[src/hw/rtl/sem_pkg.sv]
// Shared types, constants and square-root step functions for the Sobel magnitude block.
`timescale 1ns / 1ps

package sem_pkg;

   localparam int SEM_MAX_WIDTH = 2048;

   localparam int PIX_W        = 8;
   localparam int CFG_WIDTH_W  = 12;
   localparam int CFG_HEIGHT_W = 13;
   localparam int ROW_W        = 12;
   localparam int OUT_COL_W    = 11;
   localparam int MAX_HEIGHT   = 4096;
   localparam int CSR_DATA_W   = 32;
   localparam int CSR_ADDR_W   = 3;

   localparam logic [CFG_WIDTH_W-1:0]  CFG_WIDTH_RESET  = CFG_WIDTH_W'(640);
   localparam logic [CFG_HEIGHT_W-1:0] CFG_HEIGHT_RESET = CFG_HEIGHT_W'(480);

   // register index, taken from paddr[2]
   localparam logic REG_IMAGE_WIDTH  = 1'b0;
   localparam logic REG_IMAGE_HEIGHT = 1'b1;

   localparam logic [PIX_W-1:0] MAG_CLAMP = 8'hFF;

   // square root of a 16-bit radicand, two result bits per stage
   localparam int RAD_W       = 16;
   localparam int ROOT_W      = RAD_W / 2;
   localparam int SQRT_STAGES = 4;
   localparam int SQRT_STEPS  = ROOT_W / SQRT_STAGES;

   typedef struct packed {
      logic [PIX_W-1:0] pixel;
      logic             frame_start;
   } req_type;

   typedef struct packed {
      logic [PIX_W-1:0]     magnitude;
      logic [ROW_W-1:0]     out_row;
      logic [OUT_COL_W-1:0] out_col;
      logic                 last_of_frame;
   } rsp_type;

   typedef struct packed {
      logic [ROW_W-1:0]     row;
      logic [OUT_COL_W-1:0] col;
      logic                 last;
   } meta_type;

   typedef struct packed {
      logic [ROOT_W:0]   rem;
      logic [ROOT_W-1:0] root;
      logic [RAD_W-1:0]  rad;
   } sqrt_type;

   function automatic sqrt_type sqrt_step(input sqrt_type s);
      logic [ROOT_W+2:0] acc;
      logic [ROOT_W+2:0] trial;
      sqrt_type          n;
      acc   = {s.rem, s.rad[RAD_W-1 -: 2]};
      trial = {1'b0, s.root, 2'b01};
      n.rad = {s.rad[RAD_W-3:0], 2'b00};
      if (acc >= trial) begin
         n.rem  = (ROOT_W+1)'(acc - trial);
         n.root = {s.root[ROOT_W-2:0], 1'b1};
      end else begin
         n.rem  = acc[ROOT_W:0];
         n.root = {s.root[ROOT_W-2:0], 1'b0};
      end
      return n;
   endfunction

   function automatic sqrt_type sqrt_stage(input sqrt_type s);
      sqrt_type t;
      t = s;
      for (int k = 0; k < SQRT_STEPS; k++) begin
         t = sqrt_step(t);
      end
      return t;
   endfunction

endpackage

[src/hw/rtl/sem_isqrt.sv]
// Pipelined floor square root with clamp, carrying beat metadata alongside.
`timescale 1ns / 1ps

module sem_isqrt
   import sem_pkg::*;
(
   input  logic             clock,
   input  logic             reset,
   input  logic             en,
   input  logic             in_valid,
   input  logic [RAD_W-1:0] in_rad,
   input  logic             in_sat,
   input  meta_type         in_meta,
   output logic             out_valid,
   output logic [PIX_W-1:0] out_mag,
   output meta_type         out_meta
);

   logic     valid_ff [SQRT_STAGES];
   logic     sat_ff   [SQRT_STAGES];
   meta_type meta_ff  [SQRT_STAGES];
   sqrt_type st_ff    [SQRT_STAGES];
   sqrt_type st_in    [SQRT_STAGES];
   sqrt_type st_init;

   always_comb begin
      st_init.rem  = '0;
      st_init.root = '0;
      st_init.rad  = in_rad;
      st_in[0]     = sqrt_stage(st_init);
      for (int i = 1; i < SQRT_STAGES; i++) begin
         st_in[i] = sqrt_stage(st_ff[i-1]);
      end
   end

   always_ff @(posedge clock) begin
      if (reset) begin
         for (int i = 0; i < SQRT_STAGES; i++) begin
            valid_ff[i] <= 1'b0;
         end
      end else if (en) begin
         valid_ff[0] <= in_valid;
         for (int i = 1; i < SQRT_STAGES; i++) begin
            valid_ff[i] <= valid_ff[i-1];
         end
      end
   end

   always_ff @(posedge clock) begin
      if (en) begin
         st_ff[0]   <= st_in[0];
         sat_ff[0]  <= in_sat;
         meta_ff[0] <= in_meta;
         for (int i = 1; i < SQRT_STAGES; i++) begin
            st_ff[i]   <= st_in[i];
            sat_ff[i]  <= sat_ff[i-1];
            meta_ff[i] <= meta_ff[i-1];
         end
      end
   end

   assign out_valid = valid_ff[SQRT_STAGES-1];
   assign out_mag   = sat_ff[SQRT_STAGES-1] ? MAG_CLAMP : st_ff[SQRT_STAGES-1].root;
   assign out_meta  = meta_ff[SQRT_STAGES-1];

endmodule

[config.mk]
export PLATFORM = sky130hd
export DESIGN_NAME = sem_isqrt
export DESIGN_NICKNAME = d
export VERILOG_FILES = /design/src/hw/rtl/sem_pkg.sv /design/src/hw/rtl/sem_isqrt.sv
export SDC_FILE = /design/constraint.sdc
export NUM_CORES = 1
export LEC_CHECK = 0
export ABC_AREA = 1
export BUFFER_PORTS_ARGS = -buffer_cell sky130_fd_sc_hd__buf_2
export CAP_MARGIN = 20
export CELL_PAD_IN_SITES_DETAIL_PLACEMENT = 0
export CELL_PAD_IN_SITES_GLOBAL_PLACEMENT = 1
export CORE_UTILIZATION = 45
export DETAILED_ROUTE_END_ITERATION = 8
export PLACE_DENSITY = 0.78
export SYNTH_ARGS = -nofsm -noshare
export SYNTH_HDL_FRONTEND = slang
export SYNTH_SLANG_ARGS = --single-unit
[constraint.sdc]
create_clock -name clock -period 3.7 [get_ports clock]
set_input_delay 0.74 -clock clock [delete_from_list [all_inputs] [get_ports clock]]
set_output_delay 0.74 -clock clock [all_outputs]
set_load 0.01 [all_outputs]
### Word level (Yosys, flattened, before mapping)

Memories as Yosys holds them, arrays and structs flattened.
Index checks and enable logic that the tools add are counted.
Widths: inputs -> output; s select.

* bits in registers: 0
* bits in latches: 0
* bits in writable memories: 220
* bits in read-only memories: 0
* input port bits: 45
* output and inout port bits: 33
* logic and storage cells: 43
* memories: 4

Memory list
* st_ff: depth 4, bits a word 29, read ports 4, clocked after memory_dff 0, write ports 4, line sem_isqrt.sv:22 `sqrt_type st_ff [SQRT_STAGES];`
* meta_ff: depth 4, bits a word 24, read ports 4, clocked after memory_dff 0, write ports 4, line sem_isqrt.sv:21 `meta_type meta_ff [SQRT_STAGES];`
* sat_ff: depth 4, bits a word 1, read ports 4, clocked after memory_dff 0, write ports 4, line sem_isqrt.sv:20 `logic sat_ff [SQRT_STAGES];`
* valid_ff: depth 4, bits a word 1, read ports 4, clocked after memory_dff 0, write ports 4, line sem_isqrt.sv:19 `logic valid_ff [SQRT_STAGES];`

* add/subtract/negate cells: 8
* multiply operators: 0
* divide/modulo/power cells: 0
* magnitude comparators: 8
* equality and inequality tests: 0
* shift operators: 0
* muxes and demuxes: 19
* bitwise operators: 4
* reduce and logical (&&, ||, !) cells: 0

Operators by type and width (number)
* $mux 17: 8
* $ge 11x10->1: 7
* $sub 9x9->9: 7
* $mux 1: 10
* $mux 8: 1
* $or 1x1->1: 4
* $sub 2x1->3 const B: 1
* $ge 2x1->1 const B: 1

### Longest topological paths before layout

Gate-level depths: netlist of the first run.
An unclocked memory read counts as a cell.

* depth after elaboration: 5
* depth in mapped cells: 20
* gate-level depth less buffers: 20

### Least setup slack after synthesis of the first run

No wires, ideal clock.

* path type: flip-flop to flip-flop
* from: memory st_ff[1][15] (netlist name)
* to: memory st_ff[2][24] (netlist name), data pin
* library setup time: 0.256 ns
* arrival time: 2.884 ns
* required time: 3.444 ns
* slack: 0.561 ns
* stages on the path, launching flop included: 21
* path buffers: 0
* clock period less this slack: 3.139 ns
* path through: edfxtp_1 -> inv_1 -> ha_1 -> nand2_1 -> inv_2 -> nand2_2 -> nor2_2 -> nor2_2 -> nand3_4 -> inv_1 -> nand2_1 -> o21ai_0 -> ha_1 -> a21oi_1 -> nor2_1 -> a211oi_1 -> o21ai_4 -> nor2_4 -> nand2_8 -> o21ai_1 -> nand2_1

RTL lines (line)
* start, declared: sem_isqrt.sv:22

==> results.py, run 1 <==
metrics = {
    "placement": {
        "post-place-ws_ns": 0.144,
        "place_congestion": 0.843,
        "portBuffers": 77,
        "place_area_um2": 8430,
        "dp.cells": 922,
        "hpwl_mm": 9.48,
    },
    "critical_path": {
        "worstPathArrival_ns": 3.52,
        "rrSetupSlack_ns": 0.36,
        "startpoint_type": "register",
        "worst_setup_path_end_kind": "register",
        "critPathKind": "reg2reg",
        "rr_worst_depth": 20,
        "r2r_end": "st_ff[2][24]",
        "worstPathRequired_ns": 3.88,
        "timing.rr.start": "st_ff[1][15]",
        "critPathMaxFanout": 10,
    },
    "timing": {
        "fin_hold_ws_ns": 0.416,
        "fmax_mhz": 300,
        "max_slew_margin_pct": 58.8,
        "hold_viol_final": 0,
        "fin_crit_sh_pct": 90.2,
        "fin_crit_ns": 3.34,
        "setup_viol": 0,
        "tightest_slew_ns": 0.618,
        "finClkSkew_ns": 0.0102,
        "slew_viol_final": 0,
        "setup_ws_ns": 0.364,
    },
    "floorplanning": {
        "placement_rows": 47,
        "initial_utilization_pct": 46.3,
        "dieHeight_um": 133,
        "dieArea_um2": 17700,
        "fp.dieW_um": 133,
        "core_area_um2": 16700,
        "io_pins": 78,
    },
    "min_path": {
        "hold_path_class": "reg2reg",
        "min_delay_worst_endpoint": "meta_ff[2][11]",
        "whs_path_depth": 0,
        "min_from": "meta_ff[1][11]",
    },
    "cts": {
        "cts_buffers": 17,
        "clock-root-buffer": "clkbuf_16",
        "cts_sinks": 173,
        "cts_buffer_depth": 2,
        "clkTransAtPathRegs_ns": 0.07,
        "cts_tree": "done",
        "htreeDepth": 4,
        "clk-insertion-delay-late_ns": 0.42,
    },
    "routing": {
        "drtIter0Drc": 183,
        "drc": 0,
        "drt_wl_total_mm": 12.8,
        "viasPerCell": 4.77,
        "ant_nets": 0,
        "vias": 4555,
        "firstDrtPassIters": 6,
        "wl_per_cell_um": 13.4,
    },
    "finish": {
        "synthToLayoutAreaGrowth_pct": 16.8,
        "nNetsFinal": 804,
        "stdcell_area_um2": 9040,
        "n_antenna_cell": 0,
        "final_layout_size_suffix_gt1_share_pct": 22.5,
        "fillers": 1429,
        "finalNonFillerCells": 954,
    },
    "grt": {
        "grt_max_degree": 73,
        "grt_pass1_wl_mm": 21.3,
        "antenna_found_initial": 0,
        "globalRouteTotalUtil_pct": 15.5,
        "grt_overflow_total": 0,
        "grt_pass1_vias": 4491,
    },
    "synthesis": {
        "synth_top_area_share_pct": 67.1,
        "yosysTopAreaCell": "edfxtp_1",
        "syn_nets": 707,
        "yosysUniqueCellTypes": 38,
        "synth_area_um2": 7740,
        "synth.area.top_cells": "edfxtp_1 (67%), ha_1 (6.1%), nand2_1 (5.9%)",
        "ys_seq_area_share_pct": 67.1,
        "synth-seq-cells": 173,
        "netlist_instances": 624,
        "yosys_warnings": 0,
        "avgSynthCellArea_um2": 12.4,
    },
    "power": {
        "leakage_uw": 0.00376,
        "ir_drop_v": 0.000405,
        "p_per_area_nw_per_um2": 571,
    },
    "outcome": {
        "status": "finished clean",
    },
    "run": {
        "cap_violations": 0,
    },
}
==> what timing repair did <==
| item | in CTS | in global routing |
|---|---|---|
| setup buffers | 0 | 0 |
| endpoints found under the setup margin | 0 | 10 |
| hold buffers | 0 | 0 |
| resized for setup | 0 | 4 |
==> metal layers <==
| layer | part of all wire [%] | global-route usage, % | vias up |
|---|---|---|---|
| li1 | - | - | 2360 |
| met1 | 42 | 17.5 | 2097 |
| met2 | 52 | 27.4 | 83 |
| met3 | 4.5 | 4.83 | 15 |
| met4 | 1.5 | 6.25 | 0 |
| met5 | 0 | 0 | - |
==> synthesized netlist by cell type <==
master	n
o21ai_1	9
inv_2	7
a31oi_1	2
o21ai_4	2
nand3_2	3
nand2_2	9
nor2_4	4
nand3_4	2
or2_1	2
nor2_1	35
nand2_4	1
a21o_1	1
ha_1	38
buf_2	1
a21oi_2	1
nand2_8	1
inv_1	76
o21ai_2	1
a211oi_1	2
nand4_1	11
nand4_2	1
edfxtp_1	173
o21ai_0	13
xor2_1	14
nand3_1	30
nand3b_1	3
xnor2_1	5
nor3_1	4
a41oi_1	1
a21oi_4	1
a21boi_0	1
a21oi_1	28
nor2_2	5
nand2_1	122
nor3_2	2
o21a_1	1
nor3_4	1
or2_2	11
==> layout by cell type (no fill, tap or decap), types with 3 or more instances in the layout <==
master,netlist,final
nor2_1,35,35
xnor2_1,5,5
o21ai_0,13,12
ha_1,38,37
buf_2,1,76
nand4_1,11,11
clkbuf_16,0,17
nand3_2,3,3
clkinv_8,0,5
nand2_1,122,122
edfxtp_1,173,173
a21oi_1,28,28
nor3_1,4,4
nor2_4,4,4
inv_6,0,3
inv_2,7,7
nand3_1,30,30
o21ai_1,9,10
or2_2,11,11
inv_1,76,75
nor2_2,5,5
xor2_1,14,14
nand3b_1,3,3
nand2_2,9,9
clkinv_4,0,3
==> worst max path at each step <==
stage                             from           end  depth (start not counted)
after floorplan           st_ff[1][15]  st_ff[2][24]                         20
after global placement    st_ff[1][15]  st_ff[2][27]                         18
after detailed placement  st_ff[1][15]  st_ff[2][24]                         20
after CTS                 st_ff[1][15]  st_ff[2][24]                         20
after global routing      st_ff[1][15]  st_ff[2][24]                         20
final                     st_ff[1][15]  st_ff[2][24]                         20
==> logic make-up after synthesis <==
logic type	after synthesis	synth area share [%]
AOI/OAI and AO/OA	63	4.85
xor gates and xnor gates	19	2.15
adders and majority gates	38	6.14
buffers and inverters	84	4.09
DFF	173	67.1
and+or+nand+nor	247	15.6
==> cell type report <==
cell class	count	area [µm²]	share of cell area [%]
well taps	220	275	3.04
flip-flops and latches	173	5190	57.5
repair buffers	79	419	4.64
inverters	83	315	3.49
clock inverters	15	176	1.95
multi-input cells	367	2230	24.7
clock buffers	17	425	4.71
==> critical path, stage by stage, from the launching register on <==
cell and delay, ns:
edfxtp_1 0.39, inv_1 0.10, ha_2 0.32, nand2_1 0.10, inv_2 0.04, nand2_2 0.06, nor2_2 0.04, nor2_2 0.18
nand3_4 0.16, clkinvlp_4 0.17, nand2_1 0.06, o21ai_1 0.14, ha_1 0.33, a21oi_1 0.19, nor2_1 0.07, a211oi_2 0.23
o21ai_4 0.13, nor2_4 0.17, nand2_8 0.08, o21ai_1 0.08, nand2_1 0.06
==> registers in the layout (all words and copies together) (netlist names) <==
register	cells
st_ff	69
meta_ff	96
sat_ff	4
valid_ff	4
==> stage by stage <==
stage / utilization (%) / TNS [ns] / power (µW)
2_1_floorplan: - / 0 / 3210
3_3_place_gp: 50.5 / 0 / 3450
3_5_place_dp: 50.5 / 0 / 3470
4_1_cts: 54.1 / 0 / 5200
5_1_grt: 54.1 / -0.00418 / 5430
6_report: 54.1 / 0 / 5160
==> report_power, final <==
group | total [µW] | switching [µW] | internal (µW) | leakage (µW)
Combinational | 987 | 618 | 369 | 0.00178
Clock | 1730 | 823 | 912 | 0.000291
Sequential | 2440 | 66.6 | 2380 | 0.00168
Total | 5160 | 1510 | 3660 | 0.00376
No activity file was read; power rests on OpenSTA's default activity.
==> run 2, diff against run 1 <==
--- a/config.mk
+++ b/config.mk
@@ -10,7 +10,7 @@
 export CAP_MARGIN = 20
 export CELL_PAD_IN_SITES_DETAIL_PLACEMENT = 0
 export CELL_PAD_IN_SITES_GLOBAL_PLACEMENT = 1
-export CORE_UTILIZATION = 45
+export CORE_UTILIZATION = 43
 export DETAILED_ROUTE_END_ITERATION = 8
 export PLACE_DENSITY = 0.78
 export SYNTH_ARGS = -nofsm -noshare
==> constraint.sdc (replaced) <==
create_clock -name clock -period 2.8 [get_ports clock]
set_input_delay 0.56 -clock clock [delete_from_list [all_inputs] [get_ports clock]]
set_output_delay 0.56 -clock clock [all_outputs]
set_load 0.01 [all_outputs]
==> run 2 against run 1 <==
The flow now finishes with violations (setup timing). Global-route usage increased by 0.78 points. First-iteration DRC count increased by 12%. Critical path depth decreased by 4. Non-clock buffer count increased by 102. Combinational power increased by 90%. Via count increased by 13%. Hold slack got worse by 0.10 ns.
==> results.py, run 2 (synthesis gave the netlist of run 1 again) <==
metrics = {
    "timing": {
        "fmax_mhz": 338,
        "finClkSkew_ns": 0.0116,
        "fin_crit_sh_pct": 106,
        "setup_viol": 10,
        "setup_ws_ns": -0.162,
        "max_slew_margin_pct": 60.1,
        "fin_crit_ns": 2.96,
        "hold_viol_final": 0,
        "tightest_slew_ns": 0.598,
        "grt_setup_unrepaired": "yes",
        "slew_viol_final": 0,
    },
    "grt": {
        "grt_max_degree": 68,
        "globalRouteTotalUtil_pct": 16.3,
        "grt_pass1_vias": 5055,
        "grt_overflow_total": 0,
        "grt_pass1_wl_mm": 23.1,
        "antenna_found_initial": 0,
    },
    "finish": {
        "post-route-util_pct": 58.8,
        "synthToLayoutAreaGrowth_pct": 32.4,
        "largest_reg_flops": 96,
        "n_antenna_cell": 0,
        "final_common_cell": "edfxtp_1",
        "layout_common_cells": "edfxtp_1 (173), nand2_1 (108), buf_4 (98)",
        "final_layout_size_suffix_gt1_share_pct": 39.7,
        "top_regs": "meta_ff x96, st_ff x69",
        "stdcell_area_um2": 10200,
        "nNetsFinal": 908,
        "top_register": "meta_ff",
    },
    "floorplanning": {
        "initial_utilization_pct": 44.4,
        "core_area_um2": 17400,
        "placement_rows": 48,
        "fp.dieW_um": 136,
        "io_pins": 78,
        "dieHeight_um": 136,
        "dieArea_um2": 18500,
    },
    "placement": {
        "portBuffers": 77,
        "hpwl_mm": 10.1,
        "place_congestion": 0.856,
        "place_area_um2": 9020,
    },
    "power": {
        "p_per_area_nw_per_um2": 722,
        "ir_drop_v": 0.000622,
        "leakage_uw": 0.00427,
    },
    "critical_path": {
        "path_cells": "ha_4, nand2_4, nor3_4, nand2_2, nand3_4, clkinvlp_4, nand2_2, o21ai_2, ha_2, a21oi_2, nor2_1, a211oi_2, o21ai_4, buf_4, or2_1, a21oi_2",
        "cp_top_family": "simple AND/OR/NAND/NOR gates",
        "critPathMaxFanout": 4,
        "worstSetupStartpoint": "st_ff[1][22]",
        "rrSetupSlack_ns": -0.16,
        "crit_slowest_cell": "edfxtp_1",
        "worstPathArrival_ns": 3.23,
        "worst_setup_path_end_kind": "register",
        "path_buf_inv": 2,
        "worstPathRequired_ns": 3.07,
        "startpoint_type": "register",
        "slowest_delay_ns": 0.45,
        "critPathKind": "reg2reg",
        "timing.rr.start": "st_ff[1][22]",
    },
    "cts": {
        "cts_buffers": 17,
        "clock-root-buffer": "clkbuf_16",
        "clkTransAtPathRegs_ns": 0.07,
        "cts_sinks": 173,
        "cts_tree": "done",
        "clk-insertion-delay-late_ns": 0.42,
        "htreeDepth": 4,
        "cts_buffer_depth": 2,
    },
    "routing": {
        "wl_met2_mm": 7.67,
        "firstDrtPassIters": 4,
        "wl_per_cell_um": 13.8,
        "viasPerCell": 4.83,
        "drc": 0,
        "drtIter0Drc": 205,
        "dr.max_layer_used": "met4",
        "vias": 5135,
        "ant_nets": 0,
        "met3_length_um": 508,
        "drt_wl_total_mm": 14.6,
        "drt-met1-wl_mm": 6.02,
    },
    "outcome": {
        "violations": "setup timing",
        "status": "finished, violations left",
    },
    "min_path": {
        "min_from": "in_meta[12]",
        "hold_path_class": "in2reg",
    },
    "run": {
        "cap_violations": 0,
    },
}
[run 2: cell types whose count changed in the layout (fill, tap and decap cells not counted), sizes merged]
cell | before | now
inv | 88 | 89
nor2 | 44 | 45
clkinv | 9 | 3
clkbuf | 17 | 18
bufinv | 0 | 1
buf | 79 | 181
clkinvlp | 1 | 5
[run 2: final timing paths]
path                                  endpoint  cells after the start
worst max-delay path              st_ff[2][27]                     16
worst min-delay path            meta_ff[0][12]                      1
worst max register to register    st_ff[2][27]                     16
worst min register to register  meta_ff[1][11]                      0
[run 2: per-layer routing]
layer	global-route usage [%]	vias to the layer above
met5	0	-
met1	18.4	2411
li1	-	2577
met2	29.0	111
met4	8.27	0
met3	3.43	36
[run 2: final cells by class]
type                            instances  area [µm²]
Clock buffer                           18         429
Clock inverter                         14         150
Fill cell                            1351        7170
Inverter                               83         314
Multi-Input combinational cell        368        2650
Sequential cell                       173        5190
Tap cell                              225         282
Timing Repair Buffer                  181        1220
Timing Repair inverter                  1        7.51
[run 2: repair_timing]
| item | CTS | global route |
|---|---|---|
| pin swaps | 25 | 40 |
| gates cloned | 2 | 0 |
| setup buffers | 14 | 19 |
| setup endpoints to repair | 21 | 21 |
| hold buffers | 0 | 0 |
| gates resized for setup | 30 | 53 |
[run 2: report_power, final]
group          internal (µW)  leakage, µW  switching (µW)  total [µW]
logic                    867      0.00232            1010        1880
clock network           1260     0.000272            1020        2280
registers               3140      0.00168             101        3240
[run 2: through the flow]
step                      TNS, ns  hold slack, ns  std cells  worst slack (ns)  total power, µW
after floorplan            -0.589           0.400        624           -0.0942             4260
after global placement      -1.66           0.401        996            -0.155             4780
after detailed placement    -2.92           0.405        996            -0.228             4830
after CTS                  -0.811           0.290       1044            -0.129             7220
after global routing        -3.17           0.285       1063            -0.333             7770
final                       -1.34           0.313       1063            -0.162             7400
